`config.mk`:
```
export PLATFORM = sky130hd
export DESIGN_NAME = tileset_block_parser_flat
export DESIGN_NICKNAME = d
export VERILOG_FILES = /design/src/hw/rtl/tsbp_pkg.sv /design/src/hw/rtl/tsbp_if.sv /design/src/hw/rtl/tileset_block_parser.sv /design/src/hw/rtl/tsbp_front.sv /design/src/hw/rtl/tsbp_back.sv /design/src/flat_wrapper.sv
export SDC_FILE = /design/constraint.sdc
export NUM_CORES = 2
export LEC_CHECK = 0
export BUFFER_PORTS_ARGS = -buffer_cell sky130_fd_sc_hd__buf_2
export CORE_ASPECT_RATIO = 1.75
export CORE_MARGIN = 10
export CORE_UTILIZATION = 30
export DETAILED_ROUTE_END_ITERATION = 16
export GPL_ROUTABILITY_DRIVEN = 0
export GPL_TIMING_DRIVEN = 1
export PLACE_DENSITY_LB_ADDON = 0.15
export SETUP_SLACK_MARGIN = 0.2
export SLEW_MARGIN = 20
export SYNTH_ARGS = -nofsm -noshare
export SYNTH_HDL_FRONTEND = slang
export SYNTH_SLANG_ARGS = --single-unit
```
`constraint.sdc`:
```
create_clock -name clk -period 22.9 [get_ports clk]
set_input_delay 6.87 -clock clk [delete_from_list [all_inputs] [get_ports clk]]
set_output_delay 6.87 -clock clk [all_outputs]
set_load 0.02 [all_outputs]
```
`src/hw/rtl/tsbp_pkg.sv`:
```
package tsbp_pkg;

  localparam int TILE_SHIFT_DEF = 6;
  localparam int QUEUE_DEPTH = 4;

  typedef enum logic [2:0] {
    K_QUANT = 3'd0,
    K_TILE  = 3'd1,
    K_Y     = 3'd2,
    K_CB    = 3'd3,
    K_CR    = 3'd4,
    K_END   = 3'd5
  } kind_t;

  typedef enum logic [2:0] {
    ST_OK        = 3'd0,
    ST_UNEXP     = 3'd1,
    ST_SHORT     = 3'd2,
    ST_SUBTYPE   = 3'd3,
    ST_NO_QUANT  = 3'd4,
    ST_TILE_TYPE = 3'd5,
    ST_TILE_LEN  = 3'd6
  } status_t;

  typedef enum logic [2:0] {
    PH_IDLE      = 3'd0,
    PH_HEAD      = 3'd1,
    PH_QUANT     = 3'd2,
    PH_TILE_HEAD = 3'd3,
    PH_TILE_BODY = 3'd4
  } phase_t;

  localparam logic [15:0] SUBTYPE_TILESET = 16'hCAC2;
  localparam logic [15:0] BTYPE_TILE      = 16'hCAC3;
  localparam int HEAD_BYTES = 14;
  localparam int TILE_HEAD_BYTES = 6;
  localparam int TILE_HDR_BYTES = 13;

  typedef struct packed {
    logic [2:0]  kind;
    logic [39:0] quant_values;
    logic [7:0]  quant_index_luma;
    logic [7:0]  quant_index_blue;
    logic [7:0]  quant_index_red;
    logic [21:0] pixel_x;
    logic [21:0] pixel_y;
    logic [15:0] luma_length;
    logic [15:0] blue_length;
    logic [15:0] red_length;
    logic [7:0]  payload_byte;
    logic [2:0]  status;
  } result_t;

  // one classified byte: up to two results (main then end status)
  typedef struct packed {
    logic    main_vld;
    result_t main;
    logic    end_vld;
    logic [2:0] end_status;
  } entry_t;

endpackage

```
`src/hw/rtl/tsbp_if.sv`:
```
interface tsbp_in_if;
  logic       valid;
  logic       ready;
  logic [7:0] data_byte;
  logic       first;
  logic       last;
  logic       tileset_expected;
  modport source(output valid, data_byte, first, last, tileset_expected, input ready);
  modport sink(input valid, data_byte, first, last, tileset_expected, output ready);
endinterface

interface tsbp_out_if;
  logic        valid;
  logic        ready;
  logic [2:0]  kind;
  logic [39:0] quant_values;
  logic [7:0]  quant_index_luma;
  logic [7:0]  quant_index_blue;
  logic [7:0]  quant_index_red;
  logic [21:0] pixel_x;
  logic [21:0] pixel_y;
  logic [15:0] luma_length;
  logic [15:0] blue_length;
  logic [15:0] red_length;
  logic [7:0]  payload_byte;
  logic [2:0]  status;
  modport source(output valid, kind, quant_values, quant_index_luma, quant_index_blue,
                 quant_index_red, pixel_x, pixel_y, luma_length, blue_length, red_length,
                 payload_byte, status, input ready);
  modport sink(input valid, kind, quant_values, quant_index_luma, quant_index_blue,
               quant_index_red, pixel_x, pixel_y, luma_length, blue_length, red_length,
               payload_byte, status, output ready);
endinterface

```
`src/hw/rtl/tileset_block_parser.sv`:
```
// Results of an accepted byte are queued and presented in order from the queue head.
// Throughput: one byte per cycle while the queue has room; a byte yielding
// two results (data then end status) queues both in one entry, shown in turn.
// Input stalls only when the output queue is full.
// Reset: synchronous, active high; parser idles and queue empties.
module tileset_block_parser #(
  parameter int TILE_SHIFT = tsbp_pkg::TILE_SHIFT_DEF
) (
  input logic        clk,
  input logic        rst,
  tsbp_in_if.sink    in,
  tsbp_out_if.source out
);

  tsbp_pkg::entry_t entry;
  logic room, take, push;

  // front classifies each byte; bytes producing no result never enter the queue
  assign in.ready = room;
  assign take = in.valid && in.ready;
  assign push = take && (entry.main_vld || entry.end_vld);

  tsbp_front #(.TILE_SHIFT(TILE_SHIFT)) u_front (
    .clk, .rst, .take,
    .data_byte(in.data_byte), .first(in.first), .last(in.last),
    .tileset_expected(in.tileset_expected), .entry
  );

  tsbp_back u_back (
    .clk, .rst, .push, .push_entry(entry), .has_room(room), .out
  );

endmodule

```
`src/hw/rtl/tsbp_front.sv`:
```
module tsbp_front #(
  parameter int TILE_SHIFT = tsbp_pkg::TILE_SHIFT_DEF
) (
  input  logic             clk,
  input  logic             rst,
  input  logic             take,
  input  logic [7:0]       data_byte,
  input  logic             first,
  input  logic             last,
  input  logic             tileset_expected,
  output tsbp_pkg::entry_t entry
);

  tsbp_pkg::phase_t phase, phase_next;
  logic [31:0] byte_count, byte_count_next;
  logic [7:0]  quant_count, quant_count_next;
  logic [15:0] tiles_total, tiles_total_next;
  logic [15:0] tiles_done, tiles_done_next;
  logic [31:0] block_length, block_length_next;
  logic [31:0] field_shift, field_shift_next;
  logic [47:0] span_lengths, span_lengths_next;
  logic [7:0]  hdr [13];
  logic [2:0]  tile_err, tile_err_next;
  logic [2:0]  qpos, qpos_next;
  logic [16:0] sum_yc, sum_yc_next;
  logic [17:0] sum_all, sum_all_next;
  logic        hdr_we;
  logic [3:0]  hdr_wa;

  always_ff @(posedge clk) begin
    if (rst) begin
      phase <= tsbp_pkg::PH_IDLE;
      byte_count <= '0;
      quant_count <= '0;
      tiles_total <= '0;
      tiles_done <= '0;
      block_length <= '0;
      field_shift <= '0;
      span_lengths <= '0;
      tile_err <= '0;
      qpos <= '0;
      sum_yc <= '0;
      sum_all <= '0;
    end else if (take) begin
      phase <= phase_next;
      byte_count <= byte_count_next;
      quant_count <= quant_count_next;
      tiles_total <= tiles_total_next;
      tiles_done <= tiles_done_next;
      block_length <= block_length_next;
      field_shift <= field_shift_next;
      span_lengths <= span_lengths_next;
      tile_err <= tile_err_next;
      qpos <= qpos_next;
      sum_yc <= sum_yc_next;
      sum_all <= sum_all_next;
    end
  end

  always_ff @(posedge clk) begin
    if (take && hdr_we) hdr[hdr_wa] <= data_byte;
  end

  always_comb begin
    logic [15:0] yl, cbl, crl, xi, yi, subtype, btype;
    logic [31:0] blen, cnt1, off;
    logic [21:0] px, py;
    phase_next = phase;
    byte_count_next = byte_count;
    quant_count_next = quant_count;
    tiles_total_next = tiles_total;
    tiles_done_next = tiles_done;
    block_length_next = block_length;
    field_shift_next = field_shift;
    span_lengths_next = span_lengths;
    tile_err_next = tile_err;
    qpos_next = qpos;
    sum_yc_next = sum_yc;
    sum_all_next = sum_all;
    hdr_we = 1'b0;
    hdr_wa = byte_count[3:0];
    entry = '0;
    yl = '0; cbl = '0; crl = '0; xi = '0; yi = '0; subtype = '0; btype = '0;
    blen = '0; off = '0; px = '0; py = '0;
    cnt1 = byte_count + 32'd1;
    if (first) begin
      byte_count_next = '0;
      cnt1 = 32'd1;
      quant_count_next = '0;
      tiles_total_next = '0;
      tiles_done_next = '0;
      block_length_next = '0;
      field_shift_next = '0;
      span_lengths_next = '0;
      tile_err_next = '0;
      qpos_next = '0;
      hdr_wa = '0;
    end
    if (first && !tileset_expected) begin
      entry.end_vld = 1'b1;
      entry.end_status = tsbp_pkg::ST_UNEXP;
      phase_next = tsbp_pkg::PH_IDLE;
    end else begin
      unique case (first ? tsbp_pkg::PH_HEAD : phase)
        tsbp_pkg::PH_HEAD: begin
          hdr_we = (cnt1 <= 32'd13);
          byte_count_next = cnt1;
          phase_next = tsbp_pkg::PH_HEAD;
          if (cnt1 == 32'(tsbp_pkg::HEAD_BYTES)) begin
            subtype = {hdr[1], hdr[0]};
            quant_count_next = hdr[6];
            tiles_total_next = {hdr[9], hdr[8]};
            if (subtype != tsbp_pkg::SUBTYPE_TILESET) begin
              entry.end_vld = 1'b1; entry.end_status = tsbp_pkg::ST_SUBTYPE;
              phase_next = tsbp_pkg::PH_IDLE;
            end else if (hdr[6] == 8'd0) begin
              entry.end_vld = 1'b1; entry.end_status = tsbp_pkg::ST_NO_QUANT;
              phase_next = tsbp_pkg::PH_IDLE;
            end else if ({hdr[9], hdr[8]} == 16'd0) begin
              entry.end_vld = 1'b1; entry.end_status = tsbp_pkg::ST_OK;
              phase_next = tsbp_pkg::PH_IDLE;
            end else begin
              phase_next = tsbp_pkg::PH_QUANT;
              byte_count_next = '0;
              field_shift_next = '0;
              qpos_next = '0;
            end
          end
        end
        tsbp_pkg::PH_QUANT: begin
          byte_count_next = cnt1;
          unique case (qpos)
            3'd0: field_shift_next[7:0] = data_byte;
            3'd1: field_shift_next[15:8] = data_byte;
            3'd2: field_shift_next[23:16] = data_byte;
            3'd3: field_shift_next[31:24] = data_byte;
            default: ;
          endcase
          if (qpos == 3'd4) begin
            entry.main_vld = 1'b1;
            entry.main.kind = tsbp_pkg::K_QUANT;
            entry.main.quant_values = {data_byte, field_shift};
            field_shift_next = '0;
            qpos_next = '0;
          end else begin
            qpos_next = qpos + 3'd1;
          end
          // five bytes per quant set
          if (cnt1 >= {24'd0, quant_count} * 32'd5) begin
            phase_next = tsbp_pkg::PH_TILE_HEAD;
            byte_count_next = '0;
          end
        end
        tsbp_pkg::PH_TILE_HEAD: begin
          hdr_we = 1'b1;
          byte_count_next = cnt1;
          if (cnt1 == 32'(tsbp_pkg::TILE_HEAD_BYTES)) begin
            btype = {hdr[1], hdr[0]};
            blen = {data_byte, hdr[4], hdr[3], hdr[2]};
            block_length_next = blen;
            if (blen < 32'd19) tile_err_next = tsbp_pkg::ST_TILE_LEN;
            else if (btype != tsbp_pkg::BTYPE_TILE) tile_err_next = tsbp_pkg::ST_TILE_TYPE;
            else tile_err_next = tsbp_pkg::ST_OK;
            if (blen <= 32'd6) begin
              entry.end_vld = 1'b1; entry.end_status = tsbp_pkg::ST_TILE_LEN;
              phase_next = tsbp_pkg::PH_IDLE;
            end else begin
              phase_next = tsbp_pkg::PH_TILE_BODY;
              byte_count_next = '0;
            end
          end
        end
        tsbp_pkg::PH_TILE_BODY: begin
          byte_count_next = cnt1;
          if (tile_err == tsbp_pkg::ST_OK) begin
            if (byte_count < 32'd13) begin
              hdr_we = 1'b1;
              if (byte_count == 32'd12) begin
                yl = {hdr[8], hdr[7]};
                cbl = {hdr[10], hdr[9]};
                crl = {data_byte, hdr[11]};
                span_lengths_next = {crl, cbl, yl};
                sum_yc_next = {1'b0, yl} + {1'b0, cbl};
                sum_all_next = {2'b0, yl} + {2'b0, cbl} + {2'b0, crl};
                if ({14'd0, sum_all_next} > block_length - 32'd19) begin
                  tile_err_next = tsbp_pkg::ST_TILE_LEN;
                end else begin
                  xi = {hdr[4], hdr[3]};
                  yi = {hdr[6], hdr[5]};
                  px = 22'({6'd0, xi} << TILE_SHIFT);
                  py = 22'({6'd0, yi} << TILE_SHIFT);
                  entry.main_vld = 1'b1;
                  entry.main.kind = tsbp_pkg::K_TILE;
                  entry.main.quant_index_luma = hdr[0];
                  entry.main.quant_index_blue = hdr[1];
                  entry.main.quant_index_red = hdr[2];
                  entry.main.pixel_x = px;
                  entry.main.pixel_y = py;
                  entry.main.luma_length = yl;
                  entry.main.blue_length = cbl;
                  entry.main.red_length = crl;
                end
              end
            end else begin
              off = byte_count - 32'd13;
              entry.main.payload_byte = data_byte;
              if (off < {16'd0, span_lengths[15:0]}) begin
                entry.main_vld = 1'b1; entry.main.kind = tsbp_pkg::K_Y;
              end else if (off < {15'd0, sum_yc}) begin
                entry.main_vld = 1'b1; entry.main.kind = tsbp_pkg::K_CB;
              end else if (off < {14'd0, sum_all}) begin
                entry.main_vld = 1'b1; entry.main.kind = tsbp_pkg::K_CR;
              end else begin
                entry.main.payload_byte = '0;
              end
            end
          end
          if (cnt1 >= block_length - 32'd6) begin
            if (tile_err_next != tsbp_pkg::ST_OK) begin
              entry.end_vld = 1'b1; entry.end_status = tile_err_next;
              phase_next = tsbp_pkg::PH_IDLE;
            end else begin
              tiles_done_next = tiles_done + 16'd1;
              if (tiles_done_next >= tiles_total) begin
                entry.end_vld = 1'b1; entry.end_status = tsbp_pkg::ST_OK;
                phase_next = tsbp_pkg::PH_IDLE;
              end else begin
                phase_next = tsbp_pkg::PH_TILE_HEAD;
                byte_count_next = '0;
              end
            end
          end
        end
        default: ;
      endcase
      if (last && phase_next != tsbp_pkg::PH_IDLE) begin
        entry.end_vld = 1'b1;
        entry.end_status = tsbp_pkg::ST_SHORT;
        phase_next = tsbp_pkg::PH_IDLE;
      end
    end
  end

endmodule

```
`src/hw/rtl/tsbp_back.sv`:
```
module tsbp_back (
  input  logic             clk,
  input  logic             rst,
  input  logic             push,
  input  tsbp_pkg::entry_t push_entry,
  output logic             has_room,
  tsbp_out_if.source       out
);

  localparam int D = tsbp_pkg::QUEUE_DEPTH;
  localparam int AW = $clog2(D);

  tsbp_pkg::entry_t mem [D];
  logic [AW-1:0] wp, rp;
  logic [AW:0]   cnt;
  logic          main_done;
  tsbp_pkg::entry_t head;
  logic          pop, is_main;

  assign head = mem[rp];
  assign has_room = (cnt < (AW+1)'(D));
  assign is_main = head.main_vld && !main_done;
  assign out.valid = (cnt != '0);
  assign pop = out.valid && out.ready && (!is_main || !head.end_vld);

  always_comb begin
    tsbp_pkg::result_t r;
    r = '0;
    if (is_main) r = head.main;
    else begin
      r.kind = tsbp_pkg::K_END;
      r.status = head.end_status;
    end
    out.kind = r.kind;
    out.quant_values = r.quant_values;
    out.quant_index_luma = r.quant_index_luma;
    out.quant_index_blue = r.quant_index_blue;
    out.quant_index_red = r.quant_index_red;
    out.pixel_x = r.pixel_x;
    out.pixel_y = r.pixel_y;
    out.luma_length = r.luma_length;
    out.blue_length = r.blue_length;
    out.red_length = r.red_length;
    out.payload_byte = r.payload_byte;
    out.status = r.status;
  end

  always_ff @(posedge clk) begin
    if (push) mem[wp] <= push_entry;
  end

  always_ff @(posedge clk) begin
    if (rst) begin
      wp <= '0; rp <= '0; cnt <= '0; main_done <= 1'b0;
    end else begin
      if (push) wp <= wp + 1'b1;
      if (pop) begin
        rp <= rp + 1'b1;
        main_done <= 1'b0;
      end else if (out.valid && out.ready) begin
        main_done <= 1'b1;
      end
      cnt <= cnt + (AW+1)'(push) - (AW+1)'(pop);
    end
  end

  assert property (@(posedge clk) disable iff (rst) cnt <= (AW+1)'(D));
  assert property (@(posedge clk) disable iff (rst) push |-> (push_entry.main_vld || push_entry.end_vld))
    else $error("empty entry queued");
  assert property (@(posedge clk) disable iff (rst) main_done |-> head.end_vld)
    else $error("split without end");

endmodule
```
`src/flat_wrapper.sv`:
```
// flat-port wrapper written by rule: the top's interface ports become plain ports
module tileset_block_parser_flat 
#(
  parameter int TILE_SHIFT = tsbp_pkg::TILE_SHIFT_DEF
)
  (clk, rst, in_valid, in_data_byte, in_first, in_last, in_tileset_expected, in_ready, out_valid, out_kind, out_quant_values, out_quant_index_luma, out_quant_index_blue, out_quant_index_red, out_pixel_x, out_pixel_y, out_luma_length, out_blue_length, out_red_length, out_payload_byte, out_status, out_ready);
  tsbp_in_if in_i ();
  tsbp_out_if out_i ();
  input logic clk;
  input logic rst;
  input wire logic [$bits(in_i.valid)-1:0] in_valid;
  input wire logic [$bits(in_i.data_byte)-1:0] in_data_byte;
  input wire logic [$bits(in_i.first)-1:0] in_first;
  input wire logic [$bits(in_i.last)-1:0] in_last;
  input wire logic [$bits(in_i.tileset_expected)-1:0] in_tileset_expected;
  output wire logic [$bits(in_i.ready)-1:0] in_ready;
  output wire logic [$bits(out_i.valid)-1:0] out_valid;
  output wire logic [$bits(out_i.kind)-1:0] out_kind;
  output wire logic [$bits(out_i.quant_values)-1:0] out_quant_values;
  output wire logic [$bits(out_i.quant_index_luma)-1:0] out_quant_index_luma;
  output wire logic [$bits(out_i.quant_index_blue)-1:0] out_quant_index_blue;
  output wire logic [$bits(out_i.quant_index_red)-1:0] out_quant_index_red;
  output wire logic [$bits(out_i.pixel_x)-1:0] out_pixel_x;
  output wire logic [$bits(out_i.pixel_y)-1:0] out_pixel_y;
  output wire logic [$bits(out_i.luma_length)-1:0] out_luma_length;
  output wire logic [$bits(out_i.blue_length)-1:0] out_blue_length;
  output wire logic [$bits(out_i.red_length)-1:0] out_red_length;
  output wire logic [$bits(out_i.payload_byte)-1:0] out_payload_byte;
  output wire logic [$bits(out_i.status)-1:0] out_status;
  input wire logic [$bits(out_i.ready)-1:0] out_ready;
  assign in_i.valid = in_valid;
  assign in_i.data_byte = in_data_byte;
  assign in_i.first = in_first;
  assign in_i.last = in_last;
  assign in_i.tileset_expected = in_tileset_expected;
  assign in_ready = in_i.ready;
  assign out_valid = out_i.valid;
  assign out_kind = out_i.kind;
  assign out_quant_values = out_i.quant_values;
  assign out_quant_index_luma = out_i.quant_index_luma;
  assign out_quant_index_blue = out_i.quant_index_blue;
  assign out_quant_index_red = out_i.quant_index_red;
  assign out_pixel_x = out_i.pixel_x;
  assign out_pixel_y = out_i.pixel_y;
  assign out_luma_length = out_i.luma_length;
  assign out_blue_length = out_i.blue_length;
  assign out_red_length = out_i.red_length;
  assign out_payload_byte = out_i.payload_byte;
  assign out_status = out_i.status;
  assign out_i.ready = out_ready;
  tileset_block_parser #(.TILE_SHIFT(TILE_SHIFT)) u_core (.clk(clk), .rst(rst), .in(in_i), .out(out_i));
endmodule
```
==> summary.txt <==
Run status
  • Status: complete, no violations

Drt
  • DR vias: ~28000
  • First-pass DRT Iterations: 6
  • Total wire length: 139 mm
  • Iter 0 DRT Violations: 1865
  • Via/cell ratio: roughly 5.1
  • Drt drc: 0
  • Final ANT Viol Nets: 0
  • Routed WL per cell: 25.7 microns

Critical path
  • RR Startpoint: u_core.u_front.hdr[9][1]
  • Path type of the worst setup path: primary input to flip-flop
  • CP Launch Type: primary input
  • Critical Path End Type: flip-flop
  • Crit path DAT: about 14 ns
  • CP Launch Point: in_data_byte[1]
  • R2r setup slk: between 10 and 15 ns
  • Worst R2R Path Depth: 28
  • Req. time, crit path: approximately 23 ns
  • FF-to-FF End: u_core.u_back.mem[3][66]
  • CP Max Fanout: about 120
  • Worst setup path endpoint: u_core.u_back.mem[3][66]

Clocking
  • Clk sink count: around 940
  • TritonCTS clock tree: done
  • Clock root buffer: clkbuf_16
  • Hold Buf Count CTS: 0
  • Post-CTS setup buffer count: 0
  • Worst-path clk slew: around 0.06 ns
  • CTS buffer count: 88
  • Clk buf depth: 3
  • H-tree depth: 3
  • Worst-skew pair later-pin latency: about 0.71 ns
  • Post-CTS sizing: 0

Timing
  • Final min period: around 14 ns
  • Clock skew: ~0.038 ns
  • Final period utilization: between 50% and 60%
  • Final Hold Vio Count: 0
  • Setup Viol. Count Final: 0
  • Fin Hold WS: about 0.45 ns
  • Setup TNS: 0 ns
  • Slew HR: between 20% and 30%
  • RSZ-0062 raised after global routing: false
  • Tightest Pin Transition: approximately 1.2 ns
  • Fmax: 73.5 MHz
  • Fin. max-slew vios: 0

GRT
  • Global routing usage on met1: a little under 20%
  • Layer with the highest usage: met2
  • First-pass GRT wire length: ~200 mm
  • Vias in the first global route: 28806
  • GRT Resource Usage Total: about 17%
  • Largest net degree at the start of global routing: about 120
  • Initial antenna violation count: 2
  • Total grt overflow: 0
  • Met2 Usage GRT: between 30% and 40%
  • M3 GR Usage: approximately 1.9%

Layout
  • Share of cells above drive strength 1: roughly 16%
  • Area of the multi-input gates: approximately 17000 sq um
  • Register area: around 26000 sq um
  • P&R area growth vs syn: 13.3%
  • Final nets: ~3700
  • Final Cell Area: 50200 sq um
  • Post-Layout Cell Count: ~5400
  • Fillers: 14419

Yosys
  • Async set-or-reset flop fraction in the synthesized netlist: 0%
  • Cell Area, Synth: between 40000 and 50000 sq um
  • Flop and latch count out of synthesis: about 940
  • Seq/Total Area, Yosys: around three fifths
  • Ys Warns: 0
  • Primary FF master, synth: edfxtp_1
  • Post-Syn Instances: around 3300
  • Mean post-synth cell area: between 10 and 15 sq um
  • Yosys cell types: a little over 90
  • Post-synth EDFFs: around 740

Placement
  • Number of buffers added on ports: 174
  • HPWL Detailed: 96.9 mm
  • DP Cell Count: around 5300
  • Area after DPL: roughly 47000 sq um

Die
  • Rows: around 190
  • Die W: about 310 microns
  • Placeable Area: around 150000 sq um
  • Die Area: between 150000 and 200000 sq um
  • Die Ht: 528 microns
  • I/O pin total: roughly 190
  • Starting density of the core: a little under a third

Power and ir drop
  • Switching share of power: between 20% and 30%
  • Sequential share of power: around 44%
  • Psw: approximately 1.3 mW
  • Clock network power share: approximately 35%
  • Pwr Density: roughly 87 nW/um^2
  • Leak: approximately 18 nW
  • Max IR drop VDD: 0.0756 mV
  • Overall Power: 4.35 mW
  • Logic pwr share: a little over a fifth
  • Int Power: 3.08 mW

Hold path
  • Hold Crit Class: flip-flop to flip-flop

Run
  • Max Cap Viol: 0
[metal layers]
| layer | routed length (microns) | share of wire [%] |
|---|---|---|
| met5 | 0 | 0 |
| met3 | 5210 | 3.7 |
| met2 | 73900 | 53 |
| met1 | 54300 | 39 |
| met4 | 6120 | 4.4 |
[cell usage in the layout (no fill, tap or decap), types with 11 or more instances in the layout]
cell / synthesis / layout
inv_1: 116 / 116
clkbuf_16: 0 / 90
nor2_1: 260 / 255
nor2b_1: 174 / 171
and3_1: 47 / 47
edfxtp_1: 736 / 736
or4_1: 14 / 14
nand4_1: 33 / 33
or3_1: 21 / 21
xnor2_1: 74 / 74
a21o_1: 31 / 31
fa_1: 20 / 20
a211oi_1: 16 / 16
mux4_2: 160 / 160
clkbuf_1: 148 / 23
nor4_1: 39 / 35
a22oi_1: 131 / 131
conb_1: 1 / 12
nand3_1: 43 / 43
buf_2: 12 / 173
nor3_1: 62 / 62
clkinv_2: 0 / 16
xor2_1: 56 / 56
and2_1: 141 / 137
o21a_1: 16 / 16
and4_1: 13 / 13
a21oi_1: 120 / 120
buf_4: 15 / 49
o21ai_0: 62 / 62
a311oi_1: 14 / 14
dfxtp_1: 206 / 204
a31oi_1: 14 / 14
nand2_1: 173 / 173
nand2b_1: 12 / 11
ha_1: 185 / 185
[power groups by stage]
stage / Combinational [mW] / Clock [mW] / Sequential (mW)
2_1_floorplan: 0.633 / 0 / 1.95
3_3_place_gp: 0.955 / 0 / 1.97
3_5_place_dp: 0.954 / 0 / 1.97
4_1_cts: 0.957 / 1.55 / 1.93
5_1_grt: 0.995 / 1.61 / 1.93
6_report: 0.921 / 1.50 / 1.93
[synthesized netlist by cell type (13+ instances only)]
master	number	area [sq um]
edfxtp_1	736	22100
nor2_1	260	976
dfxtp_1	206	4120
ha_1	185	2310
nor2b_1	174	1090
nand2_1	173	649
mux4_2	160	3600
clkbuf_1	148	556
and2_1	141	882
a22oi_1	131	983
a21oi_1	120	601
inv_1	116	435
xnor2_1	74	648
nor3_1	62	310
o21ai_0	62	310
xor2_1	56	490
and3_1	47	294
nand3_1	43	215
nor4_1	39	244
nand4_1	33	206
a21o_1	31	233
buf_1	25	93.8
or3_1	21	131
fa_1	20	400
a211oi_1	16	120
o21a_1	16	120
buf_4	15	113
a311oi_1	14	123
a31oi_1	14	87.6
or4_1	14	105
and4_1	13	114
[state kept, by name (all words and copies together), names as in the netlist, named ones only]
signal / cells
u_core.u_back.cnt: 3
u_core.u_back.main_done: 1
u_core.u_back.mem: 640
u_core.u_back.rp: 2
u_core.u_back.wp: 2
u_core.u_front.block_length: 32
u_core.u_front.byte_count: 32
u_core.u_front.field_shift: 32
u_core.u_front.hdr: 96
u_core.u_front.phase: 3
u_core.u_front.qpos: 3
u_core.u_front.quant_count: 8
u_core.u_front.span_lengths: 16
u_core.u_front.sum_all: 18
u_core.u_front.sum_yc: 17
u_core.u_front.tile_err: 3
u_core.u_front.tiles_done: 16
u_core.u_front.tiles_total: 16
[cell families after synthesis]
kind of cell	share of synthesized area [%]
compound gates	7.81
xor+xnor	2.57
fa+ha+maj	6.14
buf+inv	2.91
flops	59.3
mux	8.27
other cells	0.00847
simple gates	13.0
[final cells by class]
class	instances	area share [%]
antenna	1	0.00499
clock buffer	121	4.88
clock inverter	42	0.906
inverter	117	0.876
multi-input combinational	2095	33.7
sequential	942	52.3
tap	1880	4.69
timing repair buffer	228	2.68
[metrics by stage]
| stage | util [%] | worst slack [ns] |
|---|---|---|
| after floorplan | - | 7.69 |
| after global placement | 32.2 | 8.43 |
| after detailed placement | 32.2 | 8.45 |
| after CTS | 34.2 | 9.17 |
| after global routing | 34.2 | 8.76 |
| final | 34.2 | 9.29 |
[worst max-delay path: stages]
cell and delay [ns]:
buf_2 0.26, fa_1 0.45, ha_1 0.38, nand3_1 0.10, a211oi_1 0.29, nor2_1 0.10
a21oi_1 0.21, a31oi_1 0.17, o21ai_0 0.28, xor2_1 0.15, ha_1 0.24, a211oi_1 0.25
o21ai_0 0.16, a2111oi_0 0.61, nand3_1 0.19, o2111ai_1 0.17, nor2_1 0.19, nor2_4 0.58
or3_1 0.27, inv_1 0.09, a31oi_4 0.30, and2_4 0.70, buf_12 0.51
[how the worst min path moves through the flow]
stage / cells after the start / endpoint / from
after global routing: 2 / u_core.u_front.sum_yc[15] / u_core.u_front.sum_yc[15]
final: 2 / u_core.u_front.sum_yc[7] / u_core.u_front.sum_yc[7]
after detailed placement: 2 / u_core.u_front.sum_yc[15] / u_core.u_front.sum_yc[15]
after floorplan: 2 / u_core.u_front.sum_yc[4] / u_core.u_front.sum_yc[4]
after global placement: 2 / u_core.u_front.sum_yc[7] / u_core.u_front.sum_yc[7]
after CTS: 2 / u_core.u_front.sum_yc[15] / u_core.u_front.sum_yc[15]
(Power assumes the default switching activity.)
